$ cat config.mk
export PLATFORM = sky130hd
export DESIGN_NAME = tsti_lerp_unit
export DESIGN_NICKNAME = d
export VERILOG_FILES = /design/src/sv/tsti_pkg.sv /design/src/sv/tsti_lerp_unit.sv
export SDC_FILE = /design/constraint.sdc
export NUM_CORES = 1
export LEC_CHECK = 0
export BUFFER_PORTS_ARGS = -buffer_cell sky130_fd_sc_hd__clkbuf_2
export CORE_MARGIN = 10
export CORE_UTILIZATION = 45
export CTS_CLUSTER_DIAMETER = 80
export DETAILED_ROUTE_END_ITERATION = 8
export PLACE_DENSITY = 0.61
export SLEW_MARGIN = 10
export SYNTH_ARGS = -nofsm -noshare
export SYNTH_HDL_FRONTEND = slang
export SYNTH_SLANG_ARGS = --single-unit
$ cat constraint.sdc
create_clock -name clk -period 12.6 [get_ports clk]
set_input_delay 3.78 -clock clk [delete_from_list [all_inputs] [get_ports clk]]
set_output_delay 3.78 -clock clk [all_outputs]
set_load 0.02 [all_outputs]
$ cat src/sv/tsti_pkg.sv
// ----------------------------------------------------------------------------
// Timed sample table interpolator package
// Widths, status codes, state types, interpolation unit interface and the
// Kelvin conversion shared by the sequencer, the interpolation unit and the
// port checker.
// ----------------------------------------------------------------------------
package tsti_pkg;

    // Table geometry.
    localparam int TABLE_DEPTH = 1024;
    localparam int ADDR_W      = $clog2(TABLE_DEPTH);
    localparam int CNT_W       = $clog2(TABLE_DEPTH + 1);
    localparam int RD_W        = $clog2(TABLE_DEPTH + 2);

    // Field widths.
    localparam int TIME_W    = 40;
    localparam int TEMP_W    = 16;
    localparam int KEL_W     = 17;
    localparam int STATUS_W  = 3;
    localparam int MW_W      = 16;
    localparam int SG_W      = 20;
    localparam int LM_W      = 16;
    localparam int CFG_W     = 20;
    localparam int CFG_IDX_W = 2;

    // Scan and interpolation arithmetic widths.
    localparam int SCAN_W  = TIME_W + 2;
    localparam int OFF_W   = TIME_W + 1;
    localparam int MAG_W   = TEMP_W;
    localparam int DELTA_W = TEMP_W + 1;
    localparam int QUO_W   = TEMP_W + 1;
    localparam int PROD_W  = OFF_W + MAG_W;
    localparam int ACC_W   = PROD_W + 1;
    localparam int STEP_W  = $clog2(QUO_W + 1);
    localparam int SUM_W   = TEMP_W + 3;

    // Kelvin conversion in Q8.
    localparam int KELVIN_OFFSET_Q8 = 69926;
    localparam int KEL_MAX          = (1 << KEL_W) - 1;

    // Configuration reset values.
    localparam logic [MW_W-1:0] MW_RESET = MW_W'(16);
    localparam logic [SG_W-1:0] SG_RESET = SG_W'(1600);
    localparam logic [LM_W-1:0] LM_RESET = LM_W'(160);

    // Item modes.
    localparam logic MODE_LOAD  = 1'b0;
    localparam logic MODE_QUERY = 1'b1;

    // Result status codes.
    localparam logic [STATUS_W-1:0] ST_STORED    = 3'd0;
    localparam logic [STATUS_W-1:0] ST_FULL      = 3'd1;
    localparam logic [STATUS_W-1:0] ST_EXACT     = 3'd2;
    localparam logic [STATUS_W-1:0] ST_INTERP    = 3'd3;
    localparam logic [STATUS_W-1:0] ST_NOT_FOUND = 3'd4;

    // Configuration register indexes.
    typedef enum logic [CFG_IDX_W-1:0] {
        CFG_MATCH_WINDOW = 2'd0,
        CFG_STOP_GAP     = 2'd1,
        CFG_LEAD_MARGIN  = 2'd2
    } cfg_idx_t;

    // Sequencer states.
    typedef enum logic [1:0] {
        S_IDLE,
        S_SCAN,
        S_LERP,
        S_FINISH
    } seq_state_t;

    // Interpolation unit states.
    typedef enum logic [1:0] {
        L_IDLE,
        L_MUL,
        L_RND,
        L_DIV
    } lerp_state_t;

    // Request to the interpolation unit.
    typedef struct packed {
        logic             start;
        logic [OFF_W-1:0] off;
        logic [OFF_W-1:0] span;
        logic [MAG_W-1:0] mag;
    } lerp_req_t;

    // Answer from the interpolation unit.
    typedef struct packed {
        logic             done;
        logic [QUO_W-1:0] quo;
    } lerp_resp_t;

    // Celsius Q8 to Kelvin Q8, saturated to the output range.
    function automatic logic [KEL_W-1:0] to_kelvin(input logic signed [SUM_W-1:0] c_q8);
        logic signed [SUM_W:0] k;
        k = $signed({c_q8[SUM_W-1], c_q8}) + $signed((SUM_W + 1)'(KELVIN_OFFSET_Q8));
        if (k[SUM_W])
        begin
            return '0;
        end
        else if (k > $signed((SUM_W + 1)'(KEL_MAX)))
        begin
            return KEL_W'(KEL_MAX);
        end
        else
        begin
            return k[KEL_W-1:0];
        end
    endfunction

endpackage

$ cat src/sv/tsti_lerp_unit.sv
// ----------------------------------------------------------------------------
// Interpolation unit
// Computes round(off * mag / span) with one shared adder: a shift-add
// multiply, a rounding add of half the span, then a restoring division that
// yields one quotient bit per cycle.
// ----------------------------------------------------------------------------
module tsti_lerp_unit
(
    input  logic                   clk,
    input  logic                   rst_n,
    input  tsti_pkg::lerp_req_t    req,
    output tsti_pkg::lerp_resp_t   resp
);

    tsti_pkg::lerp_state_t state_reg, state_next;

    logic [tsti_pkg::ACC_W-1:0]  acc_reg, acc_next;
    logic [tsti_pkg::PROD_W-1:0] opb_reg, opb_next;
    logic [tsti_pkg::OFF_W-1:0]  span_reg, span_next;
    logic [tsti_pkg::MAG_W-1:0]  mag_reg, mag_next;
    logic [tsti_pkg::STEP_W-1:0] step_reg, step_next;
    logic [tsti_pkg::QUO_W-1:0]  quo_reg, quo_next;
    logic                        done_reg, done_next;

    logic [tsti_pkg::ACC_W-1:0]  opb_sel;
    logic                        sub_sel;
    logic [tsti_pkg::ACC_W:0]    sum_full;
    logic                        carry;

    // Operand selection for the shared adder.
    always_comb
    begin
        opb_sel = '0;
        sub_sel = 1'b0;
        case (state_reg)
            tsti_pkg::L_MUL:
            begin
                opb_sel = mag_reg[0] ? tsti_pkg::ACC_W'(opb_reg) : '0;
            end
            tsti_pkg::L_RND:
            begin
                opb_sel = tsti_pkg::ACC_W'(span_reg >> 1);
            end
            tsti_pkg::L_DIV:
            begin
                opb_sel = tsti_pkg::ACC_W'(opb_reg);
                sub_sel = 1'b1;
            end
            default:
            begin
                opb_sel = '0;
            end
        endcase
    end

    // Shared adder; on subtract the carry says the accumulator was not below.
    assign sum_full = {1'b0, acc_reg} + {1'b0, (sub_sel ? ~opb_sel : opb_sel)}
                    + (tsti_pkg::ACC_W + 1)'(sub_sel);
    assign carry    = sum_full[tsti_pkg::ACC_W];

    // Sequencer for multiply, round and divide.
    always_comb
    begin
        state_next = state_reg;
        acc_next   = acc_reg;
        opb_next   = opb_reg;
        span_next  = span_reg;
        mag_next   = mag_reg;
        step_next  = step_reg;
        quo_next   = quo_reg;
        done_next  = 1'b0;
        case (state_reg)
            tsti_pkg::L_IDLE:
            begin
                if (req.start)
                begin
                    acc_next   = '0;
                    opb_next   = tsti_pkg::PROD_W'(req.off);
                    span_next  = req.span;
                    mag_next   = req.mag;
                    step_next  = '0;
                    state_next = tsti_pkg::L_MUL;
                end
            end
            tsti_pkg::L_MUL:
            begin
                acc_next  = sum_full[tsti_pkg::ACC_W-1:0];
                opb_next  = opb_reg << 1;
                mag_next  = mag_reg >> 1;
                step_next = step_reg + 1'b1;
                if (step_reg == tsti_pkg::STEP_W'(tsti_pkg::MAG_W - 1))
                begin
                    state_next = tsti_pkg::L_RND;
                end
            end
            tsti_pkg::L_RND:
            begin
                acc_next = sum_full[tsti_pkg::ACC_W-1:0];
                quo_next = '0;
                if (span_reg == '0)
                begin
                    done_next  = 1'b1;
                    state_next = tsti_pkg::L_IDLE;
                end
                else
                begin
                    opb_next   = {span_reg, {(tsti_pkg::QUO_W - 1){1'b0}}};
                    step_next  = tsti_pkg::STEP_W'(tsti_pkg::QUO_W - 1);
                    state_next = tsti_pkg::L_DIV;
                end
            end
            tsti_pkg::L_DIV:
            begin
                if (carry)
                begin
                    acc_next = sum_full[tsti_pkg::ACC_W-1:0];
                end
                quo_next  = {quo_reg[tsti_pkg::QUO_W-2:0], carry};
                opb_next  = opb_reg >> 1;
                step_next = step_reg - 1'b1;
                if (step_reg == '0)
                begin
                    done_next  = 1'b1;
                    state_next = tsti_pkg::L_IDLE;
                end
            end
            default:
            begin
                state_next = tsti_pkg::L_IDLE;
            end
        endcase
    end

    // Control registers.
    always_ff @(posedge clk or negedge rst_n)
    begin
        if (!rst_n)
        begin
            state_reg <= tsti_pkg::L_IDLE;
            done_reg  <= 1'b0;
            step_reg  <= '0;
        end
        else
        begin
            state_reg <= state_next;
            done_reg  <= done_next;
            step_reg  <= step_next;
        end
    end

    // Datapath registers.
    always_ff @(posedge clk)
    begin
        acc_reg  <= acc_next;
        opb_reg  <= opb_next;
        span_reg <= span_next;
        mag_reg  <= mag_next;
        quo_reg  <= quo_next;
    end

    assign resp.done = done_reg;
    assign resp.quo  = quo_reg;

endmodule

==> run summary, run 1 <==
CLOCKING
------------------------------------------------------------------------------------------
Source-to-sink clock delay at the later pin of the worst-skew pair ..........      0.45 ns
Clock edge transition at the registers on the reported setup and hold paths .      0.08 ns
Hold buffer count at CTS ....................................................            0
Number of buffers created by CTS ............................................           17
Num Clock Sinks .............................................................          197
Deepest level of the CTS H-tree .............................................            4
Buffer count from post-CTS setup fixing .....................................            0
Maximum buffer depth of the clock tree ......................................            2
Clock Tree Root ............................................................. sky130_fd_sc_hd__clkbuf_16
Resize count post-CTS .......................................................            0
Clock tree from TritonCTS ...................................................        built

FLOORPLAN
------------------------------------------------------------------------------------------
Initial Util ................................................................        46.0%
Placeable Area ..............................................................   28100 um^2
Die Y-Extent ................................................................       189 um
Boundary Pins ...............................................................          119
Std cell rows ...............................................................           61
Overall die area ............................................................   35900 um^2
Chip Width ..................................................................       189 um

CRITICAL PATH
------------------------------------------------------------------------------------------
Type of element launching the critical path .................................     register
Required time reported for the critical path endpoint .......................     12.67 ns
CP max FO ...................................................................           55
Slowest cell delay on critical path .........................................      0.91 ns
Crit path DAT ...............................................................      6.81 ns
Series of cell instances along the critical path ............................ buf_4, and2_4, inv_1, o211a_1, fa_1, and2b_1, o21bai_1, a21oi_1, a41oi_2, o31ai_2, a21oi_2, a21oi_2, a21oi_1, a211oi_4, buf_4
Kind of end point of the critical path ......................................     register
Class of the most critical setup path .......................................   reg -> reg
Slowest stage cell on the critical path ..................................... sky130_fd_sc_hd__a211oi_4

FINAL LAYOUT
------------------------------------------------------------------------------------------
Area occupied by multi-input gates ..........................................    6510 um^2
Antenna diodes ..............................................................            0
Share of post-route cells with drive strength above 1 .......................        17.3%
Number of flip-flops under the largest register name ........................           58
Fillcell total ..............................................................         2621
Area used by sequential logic in the layout .................................    5880 um^2
Relative area change from synthesis to final layout .........................        9.88%
Final Net Count .............................................................         1472

ROUTING
------------------------------------------------------------------------------------------
Via count ...................................................................        10240
Router iterations before antenna repair .....................................            6
Aggregate routed wire length ................................................     37800 um
Number of violations reported at the end of detailed-routing iteration 0 ....         1050
Antenna Violating Nets Remaining ............................................            0
DRC violation count after routing ...........................................            0
Detail-routed net length per standard cell ..................................      22.2 um
Ratio of routed vias to standard cells ......................................         6.03

TIMING
------------------------------------------------------------------------------------------
Clock skew after layout .....................................................    0.0189 ns
Highest clock rate ..........................................................      148 MHz
Final hold vios .............................................................            0
Setup repair after global routing missed its margin .........................           no
Clock period minus worst slack ..............................................      6.73 ns
Final max-slew violation count ..............................................            0
Setup TNS after final layout ................................................         0 ns
Number of setup violations in the final report ..............................            0
Remaining max-slew budget at the tightest pin ...............................        26.3%
Actual slew at the worst max-slew pin .......................................      1.10 ns
Portion of the clock cycle consumed by the worst path in the final layout ...        53.5%

GLOBAL ROUTE
------------------------------------------------------------------------------------------
Total track usage ...........................................................        20.4%
Residual overflow from global routing .......................................            0
Wire length of the first global-routing pass ................................     57100 um
Number of global-route vias before repair ...................................         9735
Largest net degree at the start of global routing ...........................           72
Antenna violations before repair ............................................            0

HOLD PATH
------------------------------------------------------------------------------------------
Class of the tightest hold or removal check .................................   reg -> reg

PLACE
------------------------------------------------------------------------------------------
Final weighted congestion in routability-driven placement ...................        0.918
Final HPWL from detailed placement ..........................................     28300 um
Quantity of I/O buffers inserted on ports ...................................          118

YOSYS
------------------------------------------------------------------------------------------
Avg Cell Area, Syn ..........................................................    10.4 um^2
Most frequent cells after synthesis ......................................... sky130_fd_sc_hd__edfxtp_1 (189), sky130_fd_sc_hd__nand2_1 (132), sky130_fd_sc_hd__o21ai_0 (124)
Most numerous cell in the Yosys netlist ..................................... sky130_fd_sc_hd__edfxtp_1
Netlist area before placement ...............................................   12900 um^2
Post-synthesis cell type count ..............................................           85
Largest area contributor in the synthesized netlist ......................... sky130_fd_sc_hd__edfxtp_1
Fraction of post-synthesis cell area in the top cell type by area ...........        43.9%
Synthesized instance count ..................................................         1245
Sequential element share of the synthesized area ............................        45.5%
Biggest area contributors in the synthesized netlist ........................ sky130_fd_sc_hd__edfxtp_1 (44%), sky130_fd_sc_hd__ha_1 (5.8%), sky130_fd_sc_hd__mux2i_1 (5.2%)
Synthesized net count .......................................................         1408
Yosys synthesis warning count ...............................................            0
Register bit total from synthesis ...........................................          197
Share of async-settable or async-resettable flops after synthesis ...........        4.06%
Most instantiated flip-flop cell in the synthesis netlist ................... sky130_fd_sc_hd__edfxtp_1
Number of enable-type register cells in the synthesized netlist .............          189

JOB
------------------------------------------------------------------------------------------
Maxcap violations ...........................................................            0

OUTCOME
------------------------------------------------------------------------------------------
Status ...................................................................... complete, no violations

## stage by stage
step                      instance area (um^2)  hold slack (ns)  setup WS, ns  util [%]  instances
after floorplan                          12900            0.491          5.94         -       1245
after global placement                   13600            0.519          5.99      48.5       1668
after detailed placement                 13600            0.539          5.87      48.5       1668
after CTS                                14200            0.558          5.86      50.5       1699
after global routing                     14200            0.567          5.45      50.5       1699
final                                    14200            0.553          5.87      50.5       1699
## critical path: cells and delay by family (launching register included)
kind                     cells  cell delay, ns
buffers and inverters        3            1.56
AO/OA/AOI/OAI                9            3.16
AND/OR/NAND/NOR              2            0.55
adder cells (fa/ha/maj)      1            0.37
flip-flops                   1            0.68
## cells in the final DEF (no fill, tap or decap), drive strengths merged, types with 7 or more instances in the layout
cell type,n
a211oi,11
a21o,21
a21oi,104
and2,11
and3,25
buf,10
clkbuf,136
dfrtp,8
edfxtp,189
ha,60
inv,33
mux2,19
mux2i,67
mux4,25
nand2,132
nand2b,8
nand3,22
nand4,26
nor2,89
nor3,33
nor4,9
o211ai,7
o21a,12
o21ai,126
o21bai,19
xnor2,28
xor2,19
## final timing paths
kind	from	to	slack (ns)	cells after the start
worst min-delay path	mag_reg[13]	mag_reg[12]	0.55	1
worst max register to register	state_reg[0]	acc_reg[35]	5.87	15
max in group asynchronous	rst_n	state_reg[1]	9.21	1
worst min register to register	mag_reg[13]	mag_reg[12]	0.55	1
worst max-delay path	state_reg[0]	acc_reg[35]	5.87	15
min in group asynchronous	rst_n	state_reg[0]	3.18	1
## cell type report
cell class	instances	area share, %
inverter	26	0.688
timing repair buffer	128	4.69
clock inverter	13	0.952
tap	378	3.33
multi-input combinational	939	45.9
clock buffer	18	3.02
sequential	197	41.5
## routing by layer
metal | vias to the layer above | routed length, um | global-route usage [%] | share of wire [%]
li1 | 4810 | - | - | -
met1 | 5022 | 17100 | 28.6 | 45
met2 | 383 | 17200 | 31.3 | 46
met3 | 25 | 2990 | 4.52 | 7.9
met4 | 0 | 537 | 4.91 | 1.4
met5 | - | 0 | 0 | 0
## logic make-up (layout without fill, tap and decap cells)
family,count (synthesis),in the layout,synth area share [%]
AO/OA/AOI/OAI,341,341,15.9
adder cells (fa/ha/maj),62,62,6.12
XOR/XNOR,47,47,3.19
buffers and inverters,109,185,4.26
AND/OR/NAND/NOR,378,378,13.8
flip-flops,197,197,45.5
multiplexers,111,111,11.2
Power of run 1 is left out: the tool's default activity adds up to more than one toggle a clock period on the data nets, which glitch-free logic cannot reach.
==> run 2, diff against run 1 <==
- PLACE_DENSITY: 0.61 -> 0.64
- clock period: 12.6 -> 5.4 ns (I/O delays scaled with it)
==> run 2 against run 1 <==
Against the previous run: setup slack lost 5.5 ns; critical path depth shrank 1; sequential share of layout area shrank 0.45 points; final cell count grew 0.77%; maximum frequency grew 34%; clock skew is essentially flat; clock-buffer cell count shrank 1; critical path type unchanged; utilization grew 0.55 points.
==> run summary, run 2 (synthesized netlist as in run 1, its figures left out) <==
FLOORPLAN
------------------------------------------------------------------------------------------
Std cell rows ...............................................................           61
Overall die area ............................................................   35900 um^2
Placeable Area ..............................................................   28100 um^2
Initial Util ................................................................        46.0%
Boundary Pins ...............................................................          119
Die Y-Extent ................................................................       189 um
Chip Width ..................................................................       189 um

TIMING
------------------------------------------------------------------------------------------
Setup TNS after final layout ................................................         0 ns
Clock skew after layout .....................................................    0.0192 ns
Setup repair after global routing missed its margin .........................           no
Final hold vios .............................................................            0
Final max-slew violation count ..............................................            0
Clock period minus worst slack ..............................................      5.02 ns
Highest clock rate ..........................................................      199 MHz
Number of setup violations in the final report ..............................            0
Remaining max-slew budget at the tightest pin ...............................        26.1%
Actual slew at the worst max-slew pin .......................................      1.11 ns
Portion of the clock cycle consumed by the worst path in the final layout ...        92.9%
Hold Slack ..................................................................     0.553 ns

CRITICAL PATH
------------------------------------------------------------------------------------------
Critical path buffers and inverters .........................................            2
Series of cell instances along the critical path ............................ nor2b_2, buf_4, mux2i_1, o21ai_0, ha_1, nand2_1, or3_1, or3_1, o31ai_2, a21oi_2, a21oi_2, a21oi_1, a211oi_4, buf_4
Slowest cell delay on critical path .........................................      0.68 ns
Kind of end point of the critical path ......................................     register
CP max FO ...................................................................           34
Largest delay contributor family on the critical path ....................... compound AO/OA/AOI/OAI gates
Required time reported for the critical path endpoint .......................      5.49 ns
Slowest stage cell on the critical path ..................................... sky130_fd_sc_hd__edfxtp_1
Type of element launching the critical path .................................     register
R2R Setup Slk ...............................................................      0.38 ns
Length in cells of the worst reg-to-reg path ................................           14
Crit path DAT ...............................................................      5.10 ns
Cell depth of the worst setup path ..........................................           14
Class of the most critical setup path .......................................   reg -> reg

CLOCKING
------------------------------------------------------------------------------------------
Buffer count from post-CTS setup fixing .....................................            0
Maximum buffer depth of the clock tree ......................................            2
Source-to-sink clock delay at the later pin of the worst-skew pair ..........      0.46 ns
Number of buffers created by CTS ............................................           17
Clock edge transition at the registers on the reported setup and hold paths .      0.09 ns
Clock Tree Root ............................................................. sky130_fd_sc_hd__clkbuf_16
Clock tree from TritonCTS ...................................................        built
Hold buffer count at CTS ....................................................            0
Num Clock Sinks .............................................................          197
Resize count post-CTS .......................................................            0
Deepest level of the CTS H-tree .............................................            4

OUTCOME
------------------------------------------------------------------------------------------
Status ...................................................................... complete, no violations

JOB
------------------------------------------------------------------------------------------
Maxcap violations ...........................................................            0

GLOBAL ROUTE
------------------------------------------------------------------------------------------
Number of global-route vias before repair ...................................         9748
Residual overflow from global routing .......................................            0
Wire length of the first global-routing pass ................................     57000 um
Antenna violations before repair ............................................            0
Largest net degree at the start of global routing ...........................           71
Total track usage ...........................................................        20.2%

FINAL LAYOUT
------------------------------------------------------------------------------------------
Antenna diodes ..............................................................            0
Number of flip-flops under the largest register name ........................           58
Final Net Count .............................................................         1484
Non-filler cells in the finished layout .....................................         1712
Leading cell types in the layout, fill and taps excluded .................... sky130_fd_sc_hd__edfxtp_1 (189), sky130_fd_sc_hd__nand2_1 (132), sky130_fd_sc_hd__o21ai_0 (124)
Area occupied by multi-input gates ..........................................    6510 um^2
Fillcell total ..............................................................         2617
Most common cell after layout, fill and taps aside .......................... sky130_fd_sc_hd__edfxtp_1
Share of post-route cells with drive strength above 1 .......................        18.2%
Area used by sequential logic in the layout .................................    5880 um^2
Relative area change from synthesis to final layout .........................        11.1%

ROUTING
------------------------------------------------------------------------------------------
DRC violation count after routing ...........................................            0
Number of violations reported at the end of detailed-routing iteration 0 ....         1085
Router iterations before antenna repair .....................................            5
Via count ...................................................................        10332
Antenna Violating Nets Remaining ............................................            0
Ratio of routed vias to standard cells ......................................         6.04
Aggregate routed wire length ................................................     37400 um
Detail-routed net length per standard cell ..................................      21.8 um

HOLD PATH
------------------------------------------------------------------------------------------
Class of the tightest hold or removal check .................................   reg -> reg
Worst Hold Path Cells .......................................................            1

PLACE
------------------------------------------------------------------------------------------
Final HPWL from detailed placement ..........................................     28200 um
Quantity of I/O buffers inserted on ports ...................................          118
Cells after DPL .............................................................         1680
Final weighted congestion in routability-driven placement ...................        0.948

run 2: cell types whose count changed in the layout (fill, tap and decap cells not counted), sizes merged:
cell      before  now
buf           10   22
clkinv         5    7
clkbuf       136  135
clkinvlp       1    0
inv           33   34
run 2: final timing paths:
path,start,to
setup / recovery,mag_reg[0],acc_reg[25]
hold / removal,mag_reg[11],mag_reg[10]
setup reg to reg,mag_reg[0],acc_reg[25]
hold reg to reg,mag_reg[11],mag_reg[10]
max in group asynchronous,rst_n,state_reg[1]
min in group asynchronous,rst_n,step_reg[4]
run 2: stage by stage:
step | setup slack (ns) | util (%) | cell area (um^2)
floorplan | 0.0860 | - | 12900
finish | 0.383 | 51.1 | 14300
detailed placement | 0.477 | 48.8 | 13700
CTS | 0.441 | 51.1 | 14300
global route | 0.211 | 51.1 | 14300
global placement | 0.582 | 48.8 | 13700
run 2: layout make-up:
cell class | count | share of cell area (%)
clock inverters | 15 | 1.42
multi-input cells | 939 | 45.4
flip-flops and latches | 197 | 41.0
clock buffers | 17 | 2.97
inverters | 26 | 0.680
repair buffers | 140 | 5.27
well taps | 378 | 3.30
run 2: metal layers:
layer	global-route usage (%)	vias to the layer above	part of all wire, %
met1	29.2	4999	45
li1	-	4826	-
met2	30.4	452	45
met4	6.47	0	2.8
met3	3.07	55	7.4
met5	0	-	0
Power of run 2 is left out for the same reason.
